==> config.mk <==
export PLATFORM = sky130hd
export DESIGN_NAME = complementary_tilt_filter_unit
export DESIGN_NICKNAME = d
export VERILOG_FILES = /design/src/rtl/core/ctf_pkg.sv /design/src/rtl/core/complementary_tilt_filter_unit.sv /design/src/rtl/core/ctf_cordic.sv
export SDC_FILE = /design/constraint.sdc
export NUM_CORES = 2
export LEC_CHECK = 0
export ABC_AREA = 1
export BUFFER_PORTS_ARGS = -buffer_cell sky130_fd_sc_hd__buf_2
export CORE_ASPECT_RATIO = 1.25
export CORE_UTILIZATION = 56
export DETAILED_ROUTE_END_ITERATION = 8
export GPL_TIMING_DRIVEN = 0
export PLACE_DENSITY = 0.72
export SETUP_SLACK_MARGIN = 0.2
export SLEW_MARGIN = 0
export SYNTH_ARGS = -nofsm -noshare
export SYNTH_HDL_FRONTEND = slang
export SYNTH_HIERARCHICAL = 1
export SYNTH_SLANG_ARGS = --single-unit
==> constraint.sdc <==
create_clock -name clk -period 10.07 [get_ports clk]
set_input_delay 1.5105 -clock clk [delete_from_list [all_inputs] [get_ports clk]]
set_output_delay 1.5105 -clock clk [all_outputs]
set_load 0.01 [all_outputs]
==> src/rtl/core/ctf_pkg.sv <==
package ctf_pkg;

    localparam int CORDIC_STEPS    = 16;
    localparam int ANGLE_FRAC_BITS = 7;

    localparam int STEP_W    = $clog2(CORDIC_STEPS);
    localparam int CORDIC_W  = 36;
    localparam int ZANG_W    = 26;
    localparam int S_TDATA_W = 112;
    localparam int M_TDATA_W = 32;

    localparam logic signed [ZANG_W-1:0] Z90 = ZANG_W'(90 * 65536);

    localparam logic [31:0]  GYRO_K     = 32'd3937335987;
    localparam logic [15:0]  ALPHA_INIT = 16'd64225;

    function automatic logic [21:0] atan_entry(input logic [4:0] idx);
        logic [21:0] v;
        unique case (idx)
            5'd0:    v = 22'd2949120;
            5'd1:    v = 22'd1740967;
            5'd2:    v = 22'd919879;
            5'd3:    v = 22'd466945;
            5'd4:    v = 22'd234379;
            5'd5:    v = 22'd117304;
            5'd6:    v = 22'd58666;
            5'd7:    v = 22'd29335;
            5'd8:    v = 22'd14668;
            5'd9:    v = 22'd7334;
            5'd10:   v = 22'd3667;
            5'd11:   v = 22'd1833;
            5'd12:   v = 22'd917;
            5'd13:   v = 22'd458;
            5'd14:   v = 22'd229;
            5'd15:   v = 22'd115;
            5'd16:   v = 22'd57;
            5'd17:   v = 22'd29;
            5'd18:   v = 22'd14;
            5'd19:   v = 22'd7;
            5'd20:   v = 22'd4;
            5'd21:   v = 22'd2;
            5'd22:   v = 22'd1;
            default: v = 22'd0;
        endcase
        return v;
    endfunction

endpackage

==> src/rtl/core/complementary_tilt_filter_unit.sv <==
// Takes an input sample only while idle and registers pitch and roll in the result register.
// No new sample is taken until the previous result is registered; pitch and roll share one
// CORDIC iteration unit and one 33x33 multiplier, run one after the other.
// The input side is ready again while the result register still waits for its sink.
// Reset (rst_n low, asynchronous): angles and last timestamp clear to zero,
// alpha returns to 64225, no result is pending.
module complementary_tilt_filter_unit
    import ctf_pkg::*;
(
    input  logic                 clk,
    input  logic                 rst_n,
    input  logic                 s_axis_tvalid,
    output logic                 s_axis_tready,
    // accel_x, accel_y, accel_z, rate_x, rate_y (16 each), stamp_ms (32)
    input  logic [S_TDATA_W-1:0] s_axis_tdata,
    output logic                 m_axis_tvalid,
    input  logic                 m_axis_tready,
    // pitch (16), roll (16)
    output logic [M_TDATA_W-1:0] m_axis_tdata,
    input  logic                 cfg_we,
    input  logic [15:0]          cfg_wdata
);

    typedef enum logic [3:0] {
        T_IDLE, T_CSTART, T_CWAIT, T_GP, T_GL, T_GH, T_GM, T_GG,
        T_BH, T_BL, T_BA, T_BF, T_BS, T_OUT
    } tstate_t;

    localparam int GSHIFT = 16 - ANGLE_FRAC_BITS;
    localparam int RSHIFT = 32 - ANGLE_FRAC_BITS;
    localparam logic signed [48:0] GCLAMP = 49'sd1 <<< 46;
    localparam logic signed [63:0] ROUND  = 64'sd1 <<< (31 - ANGLE_FRAC_BITS);

    tstate_t                    state_reg;
    logic                       sel_reg;
    logic signed [15:0]         ax_reg;
    logic signed [15:0]         ay_reg;
    logic signed [15:0]         az_reg;
    logic signed [15:0]         rx_reg;
    logic signed [15:0]         ry_reg;
    logic [31:0]                dt_reg;
    logic [31:0]                last_stamp_reg;
    logic signed [15:0]         pitch_reg;
    logic signed [15:0]         roll_reg;
    logic [15:0]                alpha_reg;
    logic signed [ZANG_W-1:0]   acc16_reg;
    logic signed [65:0]         prod_reg;
    logic [31:0]                p_hi_reg;
    logic [32:0]                lo_reg;
    logic [47:0]                mag_reg;
    logic                       neg_reg;
    logic signed [47:0]         g_reg;
    logic signed [63:0]         acc_reg;
    logic                       out_valid_reg;
    logic [M_TDATA_W-1:0]       out_data_reg;

    logic                       cordic_start;
    logic                       cordic_done;
    logic signed [ZANG_W-1:0]   cordic_angle;
    logic signed [16:0]         cordic_y;
    logic signed [16:0]         cordic_x;

    logic signed [15:0]         rate_sel;
    logic signed [15:0]         prev_sel;
    logic                       rate_neg;
    logic [16:0]                abs_rate;
    logic [16:0]                acc_wgt;
    logic signed [32:0]         mul_a;
    logic signed [32:0]         mul_b;
    logic signed [65:0]         mul_p;
    logic [48:0]                lo_sum;
    logic [32:0]                lo_next;
    logic [63:0]                mag_sum;
    logic [47:0]                mag_next;
    logic signed [48:0]         g_base;
    logic signed [48:0]         g_mag;
    logic signed [48:0]         g_sum;
    logic signed [47:0]         g_next;
    logic signed [63:0]         p64;
    logic signed [63:0]         r_shift;
    logic signed [15:0]         angle_next;

    assign s_axis_tready = (state_reg == T_IDLE);
    assign m_axis_tvalid = out_valid_reg;
    assign m_axis_tdata  = out_data_reg;

    assign cordic_start = (state_reg == T_CSTART);
    assign cordic_y     = sel_reg ? -17'(ax_reg) : 17'(ay_reg);
    assign cordic_x     = 17'(az_reg);

    ctf_cordic u_cordic (
        .clk   (clk),
        .rst_n (rst_n),
        .start (cordic_start),
        .y_in  (cordic_y),
        .x_in  (cordic_x),
        .done  (cordic_done),
        .angle (cordic_angle)
    );

    assign rate_sel = sel_reg ? ry_reg : rx_reg;
    assign prev_sel = sel_reg ? roll_reg : pitch_reg;
    assign rate_neg = rate_sel[15];
    assign abs_rate = rate_neg ? 17'(-17'(rate_sel)) : 17'(rate_sel);
    assign acc_wgt  = 17'd65536 - {1'b0, alpha_reg};

    always_comb
    begin
        unique case (state_reg)
            T_GP:
            begin
                mul_a = signed'({16'b0, abs_rate});
                mul_b = signed'({1'b0, dt_reg});
            end
            T_GL:
            begin
                mul_a = signed'({17'b0, prod_reg[15:0]});
                mul_b = signed'({1'b0, GYRO_K});
            end
            T_GH:
            begin
                mul_a = signed'({1'b0, p_hi_reg});
                mul_b = signed'({1'b0, GYRO_K});
            end
            T_BH:
            begin
                mul_a = 33'(signed'(g_reg[47:24]));
                mul_b = signed'({17'b0, alpha_reg});
            end
            T_BL:
            begin
                mul_a = signed'({9'b0, g_reg[23:0]});
                mul_b = signed'({17'b0, alpha_reg});
            end
            T_BA:
            begin
                mul_a = 33'(acc16_reg);
                mul_b = signed'({16'b0, acc_wgt});
            end
            default:
            begin
                mul_a = '0;
                mul_b = '0;
            end
        endcase
    end

    assign mul_p = mul_a * mul_b;

    assign lo_sum   = prod_reg[48:0] + 49'd2147483648;
    assign lo_next  = lo_sum[48:16];
    assign mag_sum  = prod_reg[63:0] + {31'b0, lo_reg};
    assign mag_next = mag_sum[63:16];

    assign g_base = 49'(prev_sel) <<< GSHIFT;
    assign g_mag  = signed'({1'b0, mag_reg});
    assign g_sum  = neg_reg ? (g_base - g_mag) : (g_base + g_mag);

    always_comb
    begin
        if (g_sum > GCLAMP)
            g_next = 48'(GCLAMP);
        else if (g_sum < -GCLAMP)
            g_next = 48'(-GCLAMP);
        else
            g_next = g_sum[47:0];
    end

    assign p64     = prod_reg[63:0];
    assign r_shift = acc_reg >>> RSHIFT;

    always_comb
    begin
        if (r_shift > 64'sd32767)
            angle_next = 16'sh7FFF;
        else if (r_shift < -64'sd32768)
            angle_next = 16'sh8000;
        else
            angle_next = r_shift[15:0];
    end

    always_ff @(posedge clk or negedge rst_n)
    begin
        if (!rst_n)
            alpha_reg <= ALPHA_INIT;
        else if (cfg_we)
            alpha_reg <= cfg_wdata;
    end

    always_ff @(posedge clk)
    begin
        prod_reg <= mul_p;
    end

    always_ff @(posedge clk or negedge rst_n)
    begin
        if (!rst_n)
        begin
            state_reg      <= T_IDLE;
            sel_reg        <= 1'b0;
            last_stamp_reg <= '0;
            pitch_reg      <= '0;
            roll_reg       <= '0;
            out_valid_reg  <= 1'b0;
            out_data_reg   <= '0;
            ax_reg         <= '0;
            ay_reg         <= '0;
            az_reg         <= '0;
            rx_reg         <= '0;
            ry_reg         <= '0;
            dt_reg         <= '0;
            acc16_reg      <= '0;
            p_hi_reg       <= '0;
            lo_reg         <= '0;
            mag_reg        <= '0;
            neg_reg        <= 1'b0;
            g_reg          <= '0;
            acc_reg        <= '0;
        end
        else
        begin
            if (out_valid_reg && m_axis_tready && (state_reg != T_OUT))
                out_valid_reg <= 1'b0;

            unique case (state_reg)
                T_IDLE:
                begin
                    if (s_axis_tvalid)
                    begin
                        ax_reg         <= s_axis_tdata[15:0];
                        ay_reg         <= s_axis_tdata[31:16];
                        az_reg         <= s_axis_tdata[47:32];
                        rx_reg         <= s_axis_tdata[63:48];
                        ry_reg         <= s_axis_tdata[79:64];
                        dt_reg         <= s_axis_tdata[111:80] - last_stamp_reg;
                        last_stamp_reg <= s_axis_tdata[111:80];
                        sel_reg        <= 1'b0;
                        state_reg      <= T_CSTART;
                    end
                end
                T_CSTART: state_reg <= T_CWAIT;
                T_CWAIT:
                begin
                    if (cordic_done)
                    begin
                        acc16_reg <= cordic_angle;
                        state_reg <= T_GP;
                    end
                end
                T_GP:
                begin
                    neg_reg   <= rate_neg;
                    state_reg <= T_GL;
                end
                T_GL:
                begin
                    p_hi_reg  <= prod_reg[47:16];
                    state_reg <= T_GH;
                end
                T_GH:
                begin
                    lo_reg    <= lo_next;
                    state_reg <= T_GM;
                end
                T_GM:
                begin
                    mag_reg   <= mag_next;
                    state_reg <= T_GG;
                end
                T_GG:
                begin
                    g_reg     <= g_next;
                    state_reg <= T_BH;
                end
                T_BH: state_reg <= T_BL;
                T_BL:
                begin
                    acc_reg   <= p64 <<< 24;
                    state_reg <= T_BA;
                end
                T_BA:
                begin
                    acc_reg   <= acc_reg + p64;
                    state_reg <= T_BF;
                end
                T_BF:
                begin
                    acc_reg   <= acc_reg + p64 + ROUND;
                    state_reg <= T_BS;
                end
                T_BS:
                begin
                    if (sel_reg)
                    begin
                        roll_reg  <= angle_next;
                        state_reg <= T_OUT;
                    end
                    else
                    begin
                        pitch_reg <= angle_next;
                        sel_reg   <= 1'b1;
                        state_reg <= T_CSTART;
                    end
                end
                T_OUT:
                begin
                    if (!out_valid_reg || m_axis_tready)
                    begin
                        out_data_reg  <= {roll_reg, pitch_reg};
                        out_valid_reg <= 1'b1;
                        state_reg     <= T_IDLE;
                    end
                end
                default: state_reg <= T_IDLE;
            endcase
        end
    end

endmodule

==> src/rtl/core/ctf_cordic.sv <==
module ctf_cordic
    import ctf_pkg::*;
(
    input  logic                     clk,
    input  logic                     rst_n,
    input  logic                     start,
    input  logic signed [16:0]       y_in,
    input  logic signed [16:0]       x_in,
    output logic                     done,
    output logic signed [ZANG_W-1:0] angle
);

    typedef enum logic {C_IDLE, C_RUN} cstate_t;

    cstate_t                     state_reg;
    logic signed [CORDIC_W-1:0]  x_reg;
    logic signed [CORDIC_W-1:0]  y_reg;
    logic signed [ZANG_W-1:0]    z_reg;
    logic [STEP_W-1:0]           step_reg;
    logic                        zero_reg;
    logic                        done_reg;
    logic signed [ZANG_W-1:0]    angle_reg;

    logic signed [CORDIC_W-1:0]  xs;
    logic signed [CORDIC_W-1:0]  ys;
    logic signed [CORDIC_W-1:0]  x_init;
    logic signed [CORDIC_W-1:0]  y_init;
    logic signed [ZANG_W-1:0]    z_init;
    logic signed [CORDIC_W-1:0]  dx;
    logic signed [CORDIC_W-1:0]  dy;
    logic signed [ZANG_W-1:0]    atan_z;
    logic                        y_pos;
    logic signed [CORDIC_W-1:0]  x_next;
    logic signed [CORDIC_W-1:0]  y_next;
    logic signed [ZANG_W-1:0]    z_next;

    assign xs = {{(CORDIC_W-33){x_in[16]}}, x_in, 16'b0};
    assign ys = {{(CORDIC_W-33){y_in[16]}}, y_in, 16'b0};

    // fold the left half plane into the right one
    always_comb
    begin
        if (x_in[16])
        begin
            if (!y_in[16])
            begin
                x_init = ys;
                y_init = -xs;
                z_init = Z90;
            end
            else
            begin
                x_init = -ys;
                y_init = xs;
                z_init = -Z90;
            end
        end
        else
        begin
            x_init = xs;
            y_init = ys;
            z_init = '0;
        end
    end

    assign dx     = y_reg >>> step_reg;
    assign dy     = x_reg >>> step_reg;
    assign atan_z = signed'({{(ZANG_W-22){1'b0}}, atan_entry(5'(step_reg))});
    assign y_pos  = !y_reg[CORDIC_W-1] && (y_reg != '0);

    always_comb
    begin
        if (y_pos)
        begin
            x_next = x_reg + dx;
            y_next = y_reg - dy;
            z_next = z_reg + atan_z;
        end
        else
        begin
            x_next = x_reg - dx;
            y_next = y_reg + dy;
            z_next = z_reg - atan_z;
        end
    end

    always_ff @(posedge clk or negedge rst_n)
    begin
        if (!rst_n)
        begin
            state_reg <= C_IDLE;
            done_reg  <= 1'b0;
            step_reg  <= '0;
            zero_reg  <= 1'b0;
            x_reg     <= '0;
            y_reg     <= '0;
            z_reg     <= '0;
            angle_reg <= '0;
        end
        else
        begin
            done_reg <= 1'b0;
            unique case (state_reg)
                C_IDLE:
                begin
                    if (start)
                    begin
                        x_reg     <= x_init;
                        y_reg     <= y_init;
                        z_reg     <= z_init;
                        zero_reg  <= (x_in == '0) && (y_in == '0);
                        step_reg  <= '0;
                        state_reg <= C_RUN;
                    end
                end
                C_RUN:
                begin
                    x_reg    <= x_next;
                    y_reg    <= y_next;
                    z_reg    <= z_next;
                    step_reg <= step_reg + 1'b1;
                    if (step_reg == STEP_W'(CORDIC_STEPS - 1))
                    begin
                        angle_reg <= zero_reg ? '0 : z_next;
                        done_reg  <= 1'b1;
                        state_reg <= C_IDLE;
                    end
                end
                default: state_reg <= C_IDLE;
            endcase
        end
    end

    assign done  = done_reg;
    assign angle = angle_reg;

endmodule

# [Word level (Yosys, flattened, before mapping)]
# Memories as Yosys holds them, arrays and structs flattened.
# Cells that the tools add are included.
[op_classes] eq_ne=19 shifts=2 bitwise_logic=2 n_reduce_logical=24 n_mul=1 addsub=19 n_mux=45 order_cmp=4
[ops] operator="36-bit 2-to-1 mux" n=8
[ops] operator="33-bit case mux with 6 select lines" n=1
[ops] operator="64-bit case mux with 3 select lines" n=1
[ops] operator="36-bit case mux with 2 select lines" n=2
[ops] operator="26-bit 2-to-1 mux" n=5
[ops] operator="32-bit case mux with 4 select lines" n=1
[ops] operator="48-bit 2-to-1 mux" n=2
[ops] operator="36-bit adder" n=2
[ops] operator="36-bit by 4-bit >>> shifter with 36-bit output" n=2
[ops] operator="36-bit subtractor" n=2
[ops] operator="64-bit by 26-bit adder with 64-bit output (second input constant)" n=1
[ops] operator="64-bit by 33-bit adder with 64-bit output" n=1
[ops] operator="64-bit adder" n=1
[ops] operator="33-bit by 33-bit multiplier with 64-bit output" n=1
[ops] operator="16-bit 2-to-1 mux" n=4
[ops] operator="4-bit case mux with 14 select lines" n=1
[ops] operator="26-bit case mux with 2 select lines" n=1
[ops] operator="25-bit by 49-bit adder with 49-bit output" n=1
[ops] operator="49-bit by 32-bit adder with 49-bit output (second input constant)" n=1
[ops] operator="49-bit by 48-bit greater-than comparator with 1-bit output (second input constant)" n=1
[ops] operator="49-bit by 47-bit < comparator with 1-bit output (second input constant)" n=1
[ops] operator="49-bit 2-to-1 mux" n=1
[ops] operator="25-bit by 49-bit subtractor with 49-bit output" n=1
[ops] operator="39-bit by 16-bit greater-than comparator with 1-bit output (second input constant)" n=1
[ops] operator="other kinds (33)" n=73
[totals] inputBits=133 word_cells=147 mem_bits_ro=352 out_inout_bits=34 mem_count=1 regBits=677
[memory_table] name="(name not given)" words=16 width=22 rd=1 rd_clocked_by_memory_dff=0 write_ports=0 line="ctf_pkg.sv:19" source="unique case (idx)"

# [Depth between registers and ports, before layout]
[logic_depth] ltp_word=7 mapped_depth=50 ltp_nobuf=49

# [By module]
# Netlist, hierarchy kept.
[by_module_without_submodules] module="complementary_tilt_filter_unit" area_each_um2=77817.1 seq_area_each_um2=13355.3 cells_each=10781 n_inst=1
[by_module_without_submodules] module="ctf_cordic" area_each_um2=17659.4 seq_area_each_um2=3278.1 cells_each=2937 n_inst=1

# [Worst setup path after synthesis]
# OpenSTA, ideal clock, no wires.
[synth_path] path_kind="register to register" startpoint="register, netlist name state_reg[1]" endpoint="register prod_reg[58]" t_arrival_ps=8783 setup_time_ps=72 synth_period_minus_slack_ps=8854 path_slack_ps=1216 path_buffers=3 stages_incl_launch_ff=37 required_ps=9998 path_cell_list="dfrtp_1 -> clkbuf_1 -> nor2_1 -> inv_2 -> nor2_1 -> buf_2 -> inv_1 -> nor2_1 -> inv_1 -> nand2_1 -> inv_2 -> buf_2 -> nor2_1 -> fa_1 -> inv_1 -> fa_1 -> inv_1 -> fa_1 -> fa_1 -> inv_1 -> fa_1 -> inv_1 -> fa_1 -> fa_1 -> inv_1 -> fa_1 -> inv_1 -> ha_1 -> nand2_1 -> nor2_1 -> inv_1 -> nor3_1 -> nand2_1 -> nor4_1 -> nand2_1 -> o211ai_1 -> xor2_1"
[synth_rtl] element="end signal: assignment" line="complementary_tilt_filter_unit.sv:192" source="prod_reg <= mul_p;"
[synth_rtl] element="end: declaration" line="complementary_tilt_filter_unit.sv:47" source="logic signed [65:0] prod_reg;"

==> key figures <==
Outcome
  • Outcome: finished, violations left
  • Failing checks: design-rule violations, max-capacitance violations, max-slew violations

Timing
  • RSZ-0062 raised after global routing: no
  • Fmax: 0.102 GHz
  • Max Slew Vio Count: 18
  • Relative slew margins: -4.16%
  • Slew @ Worst Pin: 1.56 ns
  • Tmin final: 9.80 ns
  • Final hold violations: 0
  • Post-route clock period utilization: 97.3%
  • Final setup viols: 0
  • Setup Skew: 0.0339 ns

Synth
  • EDFF count, synth: 0
  • Syn Std Cell Area: 95,500 sq um
  • Share of the synthesized area in the top cell type: 23.0%
  • Syn avg cell area: 6.96 sq um
  • Largest area contributor in the netlist: fa_1
  • Post-synthesis register bit count: 677
  • Synth Warn #: 6
  • Top cells by count, synth: 3,716 x nand2_1, 2,707 x inv_1, 1,305 x nor2_1, 1,099 x fa_1, 768 x nand3_1
  • Share of the yosys chip area belonging to registers: 17.4%
  • Top FF cell, synth: dfrtp_1
  • Asr flop ratio synth: 90.5%
  • Distinct cells, synth: 86
  • Mapped Cells: 13,700
  • Area contributors post-synth: fa_1 23%, dfrtp_1 16%, nand2_1 15%
  • Most common cell in the synthesized netlist: nand2_1

Route
  • Wire per inst: 25.6 microns
  • Drc violations: 2
  • Routed Antenna Nets: 0
  • DR iter-0 viols: 11,400
  • First-pass detailed-route iteration total: 9
  • Routed WL: 423,000 microns
  • Vias: 97,600
  • Via density per instance: 5.93

Setup path
  • CP Max Fanout: 10
  • Startpoint Class: flip-flop
  • Worst setup path class: flip-flop to flip-flop
  • Crit-path slowest cell: fa_2
  • Worst EP arrival: 10.41 ns
  • Most used cell, CP: fa_1
  • Worst Setup End Kind: flip-flop
  • Critical Path RT: 10.68 ns
  • CP peak stage delay: 0.63 ns

Die
  • Die H: 464 microns
  • Die Width: 371 microns
  • Core footprint: 170,000 sq um
  • Starting Density: 56.3%
  • # rows: 169
  • I/O pins: 167
  • Die ar.: 172,000 sq um

Global routing
  • Global route overflow: 0
  • Total Routing Usage GR: 48.8%
  • Met1 Use GR: 54.9%
  • Largest net degree at the start of global routing: 128
  • Most Crowded Layer GR: met2
  • Via count of the first global-routing pass: 97,100
  • First-pass GRT wire length: 614,000 microns
  • Routing usage on met2: 74.2%
  • Initial antenna violation count: 15
  • Met3 usage: 15.2%

Place
  • GPL Wtd Cong: 1.12
  • PortBufs: 166
  • Dpl cells: 16,200
  • Hpwl dp: 344,000 microns

Flow run
  • Number of max-cap violations: 2

Cells and area
  • Synthesis-to-layout area growth: 9.92%
  • Fill cell count: 15,600
  • Share of cells above drive strength 1: 7.91%
  • Final net count: 15,900
  • Layout Cells excl Fill: 16,500

Clock tree
  • CTS max path bufs: 3
  • CTS buffer count: 75
  • CTS Hold Bufs: 0
  • Root Buffer: clkbuf_16
  • Clk sinks: 677
  • # H-tree levels: 3
  • Clock transition at path regs: 0.06 ns
  • TritonCTS clock tree: built
  • Later-pin clock latency in the skew report: 0.75 ns

Worst hold path
  • HP Class: flip-flop to flip-flop
-- routing by layer --
metal	vias up	wire length, microns
li1	43100	-
met1	46600	143000
met2	6003	182000
met3	1930	48900
met4	6	47600
met5	-	213
-- critical path: cells and delay by family, from the launching register on --
kind,cells,cell delay [ns]
adders and majority gates,9,4.56
AOI/OAI and AO/OA,7,1.74
buffers and inverters,10,1.58
and+or+nand+nor,8,1.13
DFF,1,0.33
xor gates and xnor gates,1,0.29
-- through the flow --
step / instance area, sq um / TNS [ns] / hold WS (ns) / utilization (%) / setup slack [ns]
after floorplan: 95900 / 0 / 0.441 / - / 1.22
after global placement: 99500 / -3171.73 / 0.456 / 58.7 / -5.42
after detailed placement: 99800 / -68.68 / 0.460 / 58.9 / -2.58
after CTS: 104000 / 0 / 0.474 / 61.2 / 0.201
after global routing: 105000 / 0 / 0.499 / 61.9 / 0.0342
final: 105000 / 0 / 0.477 / 61.9 / 0.272
-- timing repair --
item                                    CTS  global route
endpoints found under the setup margin   49            32
gates resized for setup                 263           229
pin swaps                                26            69
setup buffers                            42            43
-- area by class of cell --
class / instances / area [sq um] / area share [%]
multi-input combinational: 9992 / 68200 / 65.0
sequential: 677 / 16600 / 15.8
inverter: 2770 / 10500 / 10.0
tap: 2223 / 2780 / 2.65
clock buffer: 100 / 2100 / 2.00
buffer: 383 / 2090 / 1.99
timing repair buffer: 275 / 1940 / 1.85
clock inverter: 35 / 609 / 0.581
antenna: 18 / 45.0 / 0.0429
-- path summary, 6_finish.rpt --
kind / to / startpoint / cells after the start / slack, ns
max in group asynchronous: acc_reg[15] / rst_n / 5 / 6.95
min in group asynchronous: ax_reg[9] / rst_n / 1 / 0.68
min reg2reg: ry_reg[10] / ry_reg[10] / 2 / 0.48
max reg2reg: prod_reg[61] / state_reg[1] / 35 / 0.27
min: ry_reg[10] / ry_reg[10] / 2 / 0.48
max: prod_reg[61] / state_reg[1] / 35 / 0.27
-- layout by cell type, fill, tap and decap left out, types with 41 or more instances in the layout --
master / Yosys / layout
nand2_1: 3716 / 3681
inv_1: 2707 / 2679
nor2_1: 1305 / 1273
fa_1: 1099 / 1066
nand3_1: 768 / 763
o21ai_0: 691 / 662
dfrtp_1: 603 / 603
a21oi_1: 558 / 541
ha_1: 504 / 480
buf_2: 103 / 244
clkbuf_1: 226 / 180
xor2_1: 174 / 170
nand4_1: 142 / 142
xnor2_1: 114 / 113
conb_1: 2 / 106
buf_4: 15 / 105
a31oi_1: 92 / 88
clkbuf_16: 0 / 75
nor2_2: 51 / 69
nor3_1: 75 / 67
dfxtp_1: 64 / 64
nand2_2: 43 / 61
o21ai_1: 42 / 60
inv_2: 36 / 49
or2_2: 42 / 42
clkbuf_2: 1 / 41
-- logic make-up after synthesis --
group                      share of synthesized area [%]
other                                            0.00787
xor gates and xnor gates                            2.70
DFF                                                 17.4
buffers and inverters                               12.8
adders and majority gates                           29.6
AOI/OAI and AO/OA                                   9.92
and+or+nand+nor                                     27.3
muxes                                              0.244
Power is not shown: default switching activity piles up to over one toggle a cycle in this logic, so the estimate is an artifact.
